==> config.mk <==
export PLATFORM = sky130hd
export DESIGN_NAME = long_message_fragmenter_core
export DESIGN_NICKNAME = d
export VERILOG_FILES = /design/src/rtl/core/lmf_pkg.sv /design/src/rtl/core/lmf_ram.sv /design/src/rtl/core/lmf_div.sv /design/src/rtl/core/long_message_fragmenter_core.sv
export SDC_FILE = /design/constraint.sdc
export NUM_CORES = 2
export LEC_CHECK = 0
export ABC_CLOCK_PERIOD_IN_PS = 14800
export BUFFER_PORTS_ARGS = -buffer_cell sky130_fd_sc_hd__buf_2
export CORE_AREA = 10 10 767 769
export DETAILED_ROUTE_END_ITERATION = 8
export DIE_AREA = 0 0 777 779
export PLACE_DENSITY = 0.47
export RECOVER_POWER = 50
export SYNTH_ARGS = -nofsm -noshare
export SYNTH_HDL_FRONTEND = slang
export SYNTH_SLANG_ARGS = --single-unit
==> constraint.sdc <==
create_clock -name clk -period 14.8 [get_ports clk]
set_clock_uncertainty 0.1 [all_clocks]
set_input_delay 0.74 -clock clk [delete_from_list [all_inputs] [get_ports clk]]
set_output_delay 0.74 -clock clk [all_outputs]
set_load 0.005 [all_outputs]
==> src/rtl/core/lmf_pkg.sv <==
// shared types, constants and helpers for the long message fragmenter
// no dependencies; used by lmf_div and long_message_fragmenter_core

package lmf_pkg;

    localparam int MSG_BYTES_DEF = 512;

    localparam logic [7:0] MAX_PAYLOAD_RST = 8'd51;
    localparam logic [7:0] PAYLOAD_FLOOR   = 8'd8;
    localparam logic [7:0] PAYLOAD_KNEE    = 8'd200;
    localparam logic [7:0] PAYLOAD_DROP    = 8'd20;
    localparam logic [7:0] FRAME_OVERHEAD  = 8'd6;
    localparam logic [7:0] HDR_BYTES       = 8'd5;
    localparam logic [3:0] WORD_BYTES      = 4'd8;

    // register index on the configuration port
    localparam logic REG_MAX_PAYLOAD = 1'b0;

    typedef enum logic [1:0] {
        CMD_LOAD    = 2'd0,
        CMD_START   = 2'd1,
        CMD_OUTCOME = 2'd2,
        CMD_UNUSED  = 2'd3
    } cmd_t;

    // header byte positions in a frame
    localparam logic [7:0] POS_HDR  = 8'd0;
    localparam logic [7:0] POS_TAG  = 8'd1;
    localparam logic [7:0] POS_FRAG = 8'd2;
    localparam logic [7:0] POS_SEQ  = 8'd3;
    localparam logic [7:0] POS_LEN  = 8'd4;

    typedef struct packed {
        logic       start;
        logic [7:0] divisor;
    } div_req_t;

    typedef struct packed {
        logic done;
        logic rem_nonzero;
    } div_stat_t;

    // data bytes per frame for a given payload limit
    function automatic logic [7:0] data_per_frame(input logic [7:0] max_payload);
        logic [7:0] lim;
        lim = (max_payload < PAYLOAD_FLOOR) ? PAYLOAD_FLOOR : max_payload;
        if (lim > PAYLOAD_KNEE)
        begin
            lim = lim - PAYLOAD_DROP;
        end
        return lim - FRAME_OVERHEAD;
    endfunction

endpackage

==> src/rtl/core/lmf_ram.sv <==
// generic simple dual port ram, one write and one registered read port
// no dependencies

module lmf_ram #(
    parameter int WIDTH = 8,
    parameter int DEPTH = 512
) (
    input  logic                     clk,
    input  logic                     wen,
    input  logic [$clog2(DEPTH)-1:0] waddr,
    input  logic [WIDTH-1:0]         wdata,
    input  logic                     ren,
    input  logic [$clog2(DEPTH)-1:0] raddr,
    output logic [WIDTH-1:0]         rdata
);

    logic [WIDTH-1:0] mem [DEPTH];
    logic [WIDTH-1:0] rdata_reg;

    always_ff @(posedge clk)
    begin
        if (wen)
        begin
            mem[waddr] <= wdata;
        end
        if (ren)
        begin
            rdata_reg <= mem[raddr];
        end
    end

    assign rdata = rdata_reg;

endmodule

==> src/rtl/core/lmf_div.sv <==
// iterative restoring divider, one quotient bit per cycle, 8-bit divisor
// depends on lmf_pkg

module lmf_div #(
    parameter int DW = 10
) (
    input  logic              clk,
    input  logic              rst_n,
    input  lmf_pkg::div_req_t req,
    input  logic [DW-1:0]     dividend,
    output logic [DW-1:0]     quotient,
    output lmf_pkg::div_stat_t stat
);

    localparam int CW = $clog2(DW + 1);

    logic [DW-1:0] quot_reg, quot_next;
    logic [7:0]    rem_reg, rem_next;
    logic [7:0]    div_reg;
    logic [CW-1:0] cnt_reg;
    logic          done_reg;
    logic [8:0]    trial;
    logic          ge;

    always_comb
    begin
        trial     = {rem_reg, quot_reg[DW-1]};
        ge        = trial >= {1'b0, div_reg};
        rem_next  = ge ? 8'(trial - {1'b0, div_reg}) : trial[7:0];
        quot_next = {quot_reg[DW-2:0], ge};
    end

    always_ff @(posedge clk or negedge rst_n)
    begin
        if (!rst_n)
        begin
            quot_reg <= '0;
            rem_reg  <= '0;
            div_reg  <= '0;
            cnt_reg  <= '0;
            done_reg <= 1'b0;
        end
        else
        begin
            done_reg <= 1'b0;
            if (req.start)
            begin
                quot_reg <= dividend;
                rem_reg  <= '0;
                div_reg  <= req.divisor;
                cnt_reg  <= CW'(DW);
            end
            else if (cnt_reg != '0)
            begin
                quot_reg <= quot_next;
                rem_reg  <= rem_next;
                cnt_reg  <= cnt_reg - 1'b1;
                if (cnt_reg == CW'(1))
                begin
                    done_reg <= 1'b1;
                end
            end
        end
    end

    assign quotient         = quot_reg;
    assign stat.done        = done_reg;
    assign stat.rem_nonzero = rem_reg != 8'd0;

endmodule

==> src/rtl/core/long_message_fragmenter_core.sv <==
// top level of the long message fragmenter: command sequencer, frame packer
// depends on lmf_pkg, lmf_ram, lmf_div
//
// Input stream s_*: one command per transfer, kind in s_tuser. A load writes
// one byte into the message store; a start latches length and tag and sends
// the first frame; a send outcome sends the next frame, repeats the current
// one with the retry bit set, or gives the done mark after the last frame.
// Output stream m_*: frames packed eight bytes per transfer, first byte in
// the low bits, m_tlast on the final word of each frame; the done mark is a
// single transfer with m_tuser high and no bytes.
// A frame is set up in ST_PREP; unless the whole message fits a frame, the
// divider then works out the fragment count one bit per cycle in ST_DIV.
// ST_EMIT packs the frame bytes into words and ST_OUT hands each word
// over. The store's single read port feeds one data byte per cycle while
// in ST_EMIT, pausing while a word waits in ST_OUT. s_tready is low while
// a frame or done mark is under way; a stall on m_tready holds the current
// word and the whole block until it is taken. Reset clears all message
// state and sets max_payload to 51; store contents are undefined until
// loaded.

module long_message_fragmenter_core #(
    parameter int MSG_BYTES = lmf_pkg::MSG_BYTES_DEF
) (
    input  logic        clk,
    input  logic        rst_n,
    // input stream
    input  logic        s_tvalid,
    output logic        s_tready,
    // byte_address[8:0], byte_value[16:9], total_length[26:17],
    // magic[34:27], send_ok[35], zero fill [39:36]
    input  logic [39:0] s_tdata,
    // cmd[1:0]
    input  logic [1:0]  s_tuser,
    // output stream
    output logic        m_tvalid,
    input  logic        m_tready,
    // frame_bytes[63:0], byte_count[67:64], zero fill [71:68]
    output logic [71:0] m_tdata,
    // last_word
    output logic        m_tlast,
    // message_done[0]
    output logic        m_tuser,
    // configuration port
    input  logic        psel,
    input  logic        penable,
    input  logic        pwrite,
    input  logic [2:0]  paddr,
    input  logic [31:0] pwdata,
    output logic [31:0] prdata,
    output logic        pready
);

    localparam int AW = $clog2(MSG_BYTES);
    localparam int LW = $clog2(MSG_BYTES + 1);
    localparam logic [LW+9:0] MSG_WIDE = (LW + 10)'(MSG_BYTES);
    localparam logic [31:0]   MSG_32   = 32'(MSG_BYTES);

    typedef enum logic [2:0] {
        ST_IDLE,
        ST_PREP,
        ST_DIV,
        ST_EMIT,
        ST_OUT
    } state_t;

    state_t state_reg;

    logic [7:0]    max_payload_reg;
    logic [LW-1:0] msg_len_reg;
    logic [LW-1:0] bytes_done_reg;
    logic [7:0]    seq_reg;
    logic          retry_reg;
    logic [7:0]    tag_reg;
    logic [7:0]    frag_len_reg;
    logic [7:0]    frags_left_reg;
    logic          busy_reg;
    logic [LW-1:0] offset_reg;
    logic [LW-1:0] rem_reg;
    logic [7:0]    pos_reg;
    logic [7:0]    sum_reg;
    logic          frame_end_reg;

    logic [63:0]   out_data_reg;
    logic [3:0]    out_count_reg;
    logic          out_last_reg;
    logic          out_done_reg;
    logic          out_valid_reg;

    // input fields
    logic [8:0] in_addr;
    logic [7:0] in_value;
    logic [9:0] in_tlen;
    logic [7:0] in_magic;
    logic       in_ok;
    logic       in_accept;

    assign in_addr   = s_tdata[8:0];
    assign in_value  = s_tdata[16:9];
    assign in_tlen   = s_tdata[26:17];
    assign in_magic  = s_tdata[34:27];
    assign in_ok     = s_tdata[35];
    assign s_tready  = state_reg == ST_IDLE;
    assign in_accept = s_tvalid && s_tready;

    // store write path
    logic [AW+8:0]  addr_wide;
    logic           ram_wen;
    logic [LW+9:0]  tlen_wide;
    logic [LW-1:0]  tlen_sat;

    assign addr_wide = {{AW{1'b0}}, in_addr};
    assign ram_wen   = in_accept && (s_tuser == lmf_pkg::CMD_LOAD)
                       && ({23'd0, in_addr} < MSG_32);
    assign tlen_wide = {{LW{1'b0}}, in_tlen};
    assign tlen_sat  = (tlen_wide > MSG_WIDE) ? LW'(MSG_BYTES) : tlen_wide[LW-1:0];

    // store read path, one data byte per emit cycle
    logic [15:0]   raddr_wide;
    logic [7:0]    ram_rdata;

    assign raddr_wide = 16'(offset_reg) + 16'(pos_reg) - 16'(lmf_pkg::POS_LEN);

    lmf_ram #(
        .WIDTH (8),
        .DEPTH (MSG_BYTES)
    ) u_store (
        .clk   (clk),
        .wen   (ram_wen),
        .waddr (addr_wide[AW-1:0]),
        .wdata (in_value),
        .ren   (state_reg == ST_EMIT),
        .raddr (raddr_wide[AW-1:0]),
        .rdata (ram_rdata)
    );

    // fragment sizing
    logic [7:0]    per;
    logic [LW-1:0] rem_calc;
    logic          fits;
    logic [15:0]   total16;
    logic [15:0]   rem16;
    logic [7:0]    len_split;
    logic [15:0]   frag_calc;

    lmf_pkg::div_req_t  div_req;
    lmf_pkg::div_stat_t div_stat;
    logic [LW-1:0]      div_quot;

    assign per       = lmf_pkg::data_per_frame(max_payload_reg);
    assign rem_calc  = (bytes_done_reg > msg_len_reg) ? '0 : msg_len_reg - bytes_done_reg;
    assign total16   = 16'(msg_len_reg);
    assign rem16     = 16'(rem_reg);
    assign fits      = total16 <= 16'(per);
    assign len_split = (rem16 < 16'(per)) ? rem16[7:0] : per;
    assign frag_calc = 16'(div_quot) + 16'(div_stat.rem_nonzero) - 16'd1;

    assign div_req.start   = (state_reg == ST_PREP) && !fits;
    assign div_req.divisor = per;

    lmf_div #(
        .DW (LW)
    ) u_div (
        .clk       (clk),
        .rst_n     (rst_n),
        .req       (div_req),
        .dividend  (rem_calc),
        .quotient  (div_quot),
        .stat      (div_stat)
    );

    // frame byte selection and packing
    logic [7:0]  last_pos;
    logic        is_last;
    logic [7:0]  frame_byte;
    logic [63:0] data_ins;
    logic [3:0]  count_inc;
    logic        flush;
    logic [15:0] bytes_done_sum;

    always_comb
    begin
        last_pos = frag_len_reg + lmf_pkg::HDR_BYTES;
        is_last  = pos_reg == last_pos;
        case (pos_reg)
            lmf_pkg::POS_HDR:  frame_byte = {6'd0, retry_reg, 1'b1};
            lmf_pkg::POS_TAG:  frame_byte = tag_reg;
            lmf_pkg::POS_FRAG: frame_byte = frags_left_reg;
            lmf_pkg::POS_SEQ:  frame_byte = seq_reg;
            lmf_pkg::POS_LEN:  frame_byte = frag_len_reg;
            default:           frame_byte = is_last ? sum_reg : ram_rdata;
        endcase
        data_ins  = out_data_reg | (64'(frame_byte) << {out_count_reg[2:0], 3'b000});
        count_inc = out_count_reg + 4'd1;
        flush     = (count_inc == lmf_pkg::WORD_BYTES) || is_last;
        bytes_done_sum = 16'(bytes_done_reg) + 16'(frag_len_reg);
    end

    always_ff @(posedge clk or negedge rst_n)
    begin
        if (!rst_n)
        begin
            state_reg      <= ST_IDLE;
            msg_len_reg    <= '0;
            bytes_done_reg <= '0;
            seq_reg        <= '0;
            retry_reg      <= 1'b0;
            tag_reg        <= '0;
            frag_len_reg   <= '0;
            frags_left_reg <= '0;
            busy_reg       <= 1'b0;
            offset_reg     <= '0;
            rem_reg        <= '0;
            pos_reg        <= '0;
            sum_reg        <= '0;
            frame_end_reg  <= 1'b0;
            out_data_reg   <= '0;
            out_count_reg  <= '0;
            out_last_reg   <= 1'b0;
            out_done_reg   <= 1'b0;
            out_valid_reg  <= 1'b0;
        end
        else
        begin
            case (state_reg)
                ST_IDLE:
                begin
                    if (in_accept)
                    begin
                        case (s_tuser)
                            lmf_pkg::CMD_START:
                            begin
                                msg_len_reg    <= tlen_sat;
                                bytes_done_reg <= '0;
                                seq_reg        <= 8'd1;
                                retry_reg      <= 1'b0;
                                tag_reg        <= in_magic;
                                busy_reg       <= 1'b1;
                                state_reg      <= ST_PREP;
                            end
                            lmf_pkg::CMD_OUTCOME:
                            begin
                                if (busy_reg)
                                begin
                                    if (!in_ok)
                                    begin
                                        retry_reg <= 1'b1;
                                        state_reg <= ST_PREP;
                                    end
                                    else if (frags_left_reg == 8'd0)
                                    begin
                                        // done mark, no bytes
                                        busy_reg      <= 1'b0;
                                        out_data_reg  <= '0;
                                        out_count_reg <= '0;
                                        out_last_reg  <= 1'b0;
                                        out_done_reg  <= 1'b1;
                                        out_valid_reg <= 1'b1;
                                        frame_end_reg <= 1'b1;
                                        state_reg     <= ST_OUT;
                                    end
                                    else
                                    begin
                                        retry_reg      <= 1'b0;
                                        seq_reg        <= seq_reg + 8'd1;
                                        bytes_done_reg <= bytes_done_sum[LW-1:0];
                                        state_reg      <= ST_PREP;
                                    end
                                end
                            end
                            default:
                            begin
                                // loads go straight to the store, unused code ignored
                            end
                        endcase
                    end
                end
                ST_PREP:
                begin
                    pos_reg       <= '0;
                    sum_reg       <= '0;
                    out_data_reg  <= '0;
                    out_count_reg <= '0;
                    rem_reg       <= rem_calc;
                    if (fits)
                    begin
                        // whole message in one frame
                        frags_left_reg <= 8'd0;
                        offset_reg     <= '0;
                        frag_len_reg   <= total16[7:0];
                        state_reg      <= ST_EMIT;
                    end
                    else
                    begin
                        offset_reg <= bytes_done_reg;
                        state_reg  <= ST_DIV;
                    end
                end
                ST_DIV:
                begin
                    if (div_stat.done)
                    begin
                        frags_left_reg <= frag_calc[7:0];
                        frag_len_reg   <= len_split;
                        state_reg      <= ST_EMIT;
                    end
                end
                ST_EMIT:
                begin
                    out_data_reg  <= data_ins;
                    out_count_reg <= count_inc;
                    sum_reg       <= sum_reg + frame_byte;
                    pos_reg       <= pos_reg + 8'd1;
                    if (flush)
                    begin
                        out_last_reg  <= is_last;
                        out_done_reg  <= 1'b0;
                        out_valid_reg <= 1'b1;
                        frame_end_reg <= is_last;
                        state_reg     <= ST_OUT;
                    end
                end
                ST_OUT:
                begin
                    if (m_tready)
                    begin
                        out_valid_reg <= 1'b0;
                        out_data_reg  <= '0;
                        out_count_reg <= '0;
                        out_last_reg  <= 1'b0;
                        out_done_reg  <= 1'b0;
                        state_reg     <= frame_end_reg ? ST_IDLE : ST_EMIT;
                    end
                end
                default:
                begin
                    state_reg <= ST_IDLE;
                end
            endcase
        end
    end

    assign m_tvalid = out_valid_reg;
    assign m_tdata  = {4'd0, out_count_reg, out_data_reg};
    assign m_tlast  = out_last_reg;
    assign m_tuser  = out_done_reg;

    // configuration port
    logic cfg_write;

    assign pready    = 1'b1;
    assign cfg_write = psel && penable && pwrite && pready;

    always_ff @(posedge clk or negedge rst_n)
    begin
        if (!rst_n)
        begin
            max_payload_reg <= lmf_pkg::MAX_PAYLOAD_RST;
        end
        else if (cfg_write && (paddr[2] == lmf_pkg::REG_MAX_PAYLOAD))
        begin
            max_payload_reg <= pwdata[7:0];
        end
    end

    assign prdata = (paddr[2] == lmf_pkg::REG_MAX_PAYLOAD) ? {24'd0, max_payload_reg} : 32'd0;

endmodule

==> results_dict.tcl <==
set metrics [dict create \
    status "complete, but fails checks" \
    violations "max-capacitance violations, max-slew violations" \
    worstPathMaxFanout 85 \
    place_inst 16100 \
    cp-end-kind "flip-flop" \
    setup_viol 0 \
    clockBufferDepth 4 \
    largest_reg_flops 4096 \
    multi_input_area_um2 40600 \
    synth_flop_cell "edfxtp_1" \
    max_clock_freq_ghz 0.0999 \
    final_nets 9184 \
    final_common_cell "edfxtp_1" \
    synth_edf_count 4104 \
    hold_class "input port to flip-flop" \
    ios 193 \
    leakage_nw 61.1 \
    startpoint "s_tdata[15]" \
    portBuffers 133 \
    peakVddDrop_v 0.000213 \
    yosysTopAreaCell "edfxtp_1" \
    dp_slack_ns 7.92 \
    worst-r2r-setup-slack_ns 8.01 \
    start_kind "input port" \
    syn_area_um2 171000 \
    gr-usage-met3 0.0244 \
    cts_tree "built" \
    seq_area_frac_synth 0.749 \
    drtAntennaViolNets 0 \
    drt_iter0_markers 7606 \
    syn2layout_area_growth_pct 14.3 \
    maxSlewViolCount 2844 \
    final_util 0.342 \
    clk_pin_slew_ns 0.06 \
    fillers 53500 \
    finalHoldViolCount 0 \
    cts_sinks 4307 \
    routed_wirelength_mm 458 \
    cp-endpoint "u_store.mem[326][6]$_DFFE_PP_" \
    syn_area_per_cell_um2 19.6 \
    fin_crit_sh 0.677 \
    grt-ovfl-total 0 \
    ff_latch_area_um2 128000 \
    vias 85500 \
    arrival_ns 10.57 \
    cts_resized 0 \
    drt-vias-per-instance 5.04 \
    cts_buffers 463 \
    post-route-min-period_ns 10.01 \
    fin_ws_ns 4.79 \
    htreeDepth 5 \
    grt_first_pass_wirelength_mm 656 \
    drive_above_1_share 0.216 \
    synth_seq_cells 4307 \
    start_util 0.299 \
    met2_usage 0.239 \
    antenna_found_initial 32 \
    grt_pass1_vias 88100 \
    grt_usage 0.146 \
    drc 0 \
    clock_latency_ns 1.00 \
    maxCapViolations 35 \
    synthArstFlopShare 0.0471 \
    first_pass_iters 6 \
    rr_worst_depth 15 \
    final_cell_mix "edfxtp_1 (4104), mux4_2 (1120), nand2_1 (675)" \
    stdcell_count 17000 \
    die_w_um 777 \
    synthCells 8754 \
    grt_max_degree 172 \
    criticalPathCategory "input port to flip-flop" \
    relSlewSlack -3.67 \
    core_um2 572000 \
    cellPowerDensity_nw_per_um2 210 \
    synth_top_area_share 0.720 \
    synth_area_leaders "edfxtp_1 (72%), mux4_2 (15%), dfrtp_1 (2.9%), nand2_1 (1.5%), nor2_1 (1.4%)" \
    die-area_um2 605000 \
    yosysUniqueCellTypes 84 \
    grt.busiest_layer "met2" \
    r2r-end "u_store.rdata[6]$_DFFE_PP_" \
    required_ns 15.35 \
    row_count 278 \
    post_drt_wl_per_cell_um 27.0 \
    die_h_um 779 \
    timing.rr.start "pos_reg[2]$_DFFE_PN0P_" \
    power_mw 41.1 \
    tightest_slew_ns 7.01 \
    gp_congestion 0.782 \
    timing.setup.tns_ns 0 \
    synth_warnings 0 \
    use_met1 0.205 \
    rsz0062_at_grt "false" \
    clock-root-buffer "clkbuf_16" \
    detailed_place_hpwl_mm 271 \
]
metrics by stage:
| step | hold WS (ns) | cell area, um2 |
|---|---|---|
| 3_5_place_dp | 0.379 | 181000 |
| 3_3_place_gp | 0.372 | 181000 |
| 4_1_cts | 0.00377 | 196000 |
| 6_report | 0.108 | 196000 |
| 2_1_floorplan | 0.344 | 171000 |
| 5_1_grt | 0.0854 | 196000 |
critical path: stages:
cell,delay [ns]
clkbuf_1,2.22
clkbuf_1,3.01
clkbuf_1,2.55
buf_4,0.95
buf_4,0.74
how the worst min path moves through the flow:
stage,slack [ns],cells after the start,endpoint,startpoint
finish,0.11,3,retry_reg$_DFFE_PN0P_,s_tvalid
global route,0.09,3,retry_reg$_DFFE_PN0P_,s_tvalid
CTS,0.004,3,retry_reg$_DFFE_PN0P_,s_tvalid
detailed placement,0.38,2,out_data_reg[36]$_DFFE_PN0P_,out_data_reg[36]$_DFFE_PN0P_
global placement,0.37,2,out_data_reg[47]$_DFFE_PN0P_,out_data_reg[47]$_DFFE_PN0P_
floorplan,0.34,0,busy_reg$_DFFE_PN0P_,rst_n
cells by family after synthesis:
group           synth area share
flops                      0.749
simple gates              0.0432
mux                        0.156
compound gates            0.0265
buf+inv                   0.0154
fa+ha+maj                0.00628
xor+xnor                 0.00312
other cells            0.0000439
power breakdown:
| group | internal (mW) | switching, mW |
|---|---|---|
| sequential | 13.6 | 0.262 |
| clock | 6.50 | 4.79 |
| combinational | 5.85 | 10.1 |
| total | 26.0 | 15.1 |
final cells by class:
class,count,area share
Tap cell,7560,0.0483
Clock inverter,278,0.0129
Timing Repair Buffer,331,0.0116
Clock buffer,567,0.0623
Sequential cell,4307,0.656
Multi-Input combinational cell,3836,0.207
Antenna cell,15,0.000192
Inverter,78,0.00150
routing by layer:
| metal | up-vias | part of all wire |
|---|---|---|
| met1 | 46200 | 0.44 |
| met4 | 12 | 0.024 |
| met5 | - | 0.00013 |
| met2 | 2498 | 0.48 |
| li1 | 36100 | - |
| met3 | 621 | 0.061 |
timing repair:
item,4_1_cts,5_1_grt
hold endpoints to repair,123,0
buffers inserted,0,0
hold buffers,34,0
endpoints found under the setup margin,0,0
synth_stat cells (all sizes together), types with 29 or more instances:
cell type and count:
a211oi 141, a21oi 106, a31oi 114, and3 134
buf 199, clkbuf 361, dfrtp 199, edfxtp 4104
ha 78, inv 76, mux2 44, mux2i 94
mux4 1120, nand2 686, nand3 104, nand4 34
nor2 660, o211ai 58, o21ai 98, xnor2 32
xor2 29
Note: power is estimated with default switching activity, not from simulation.
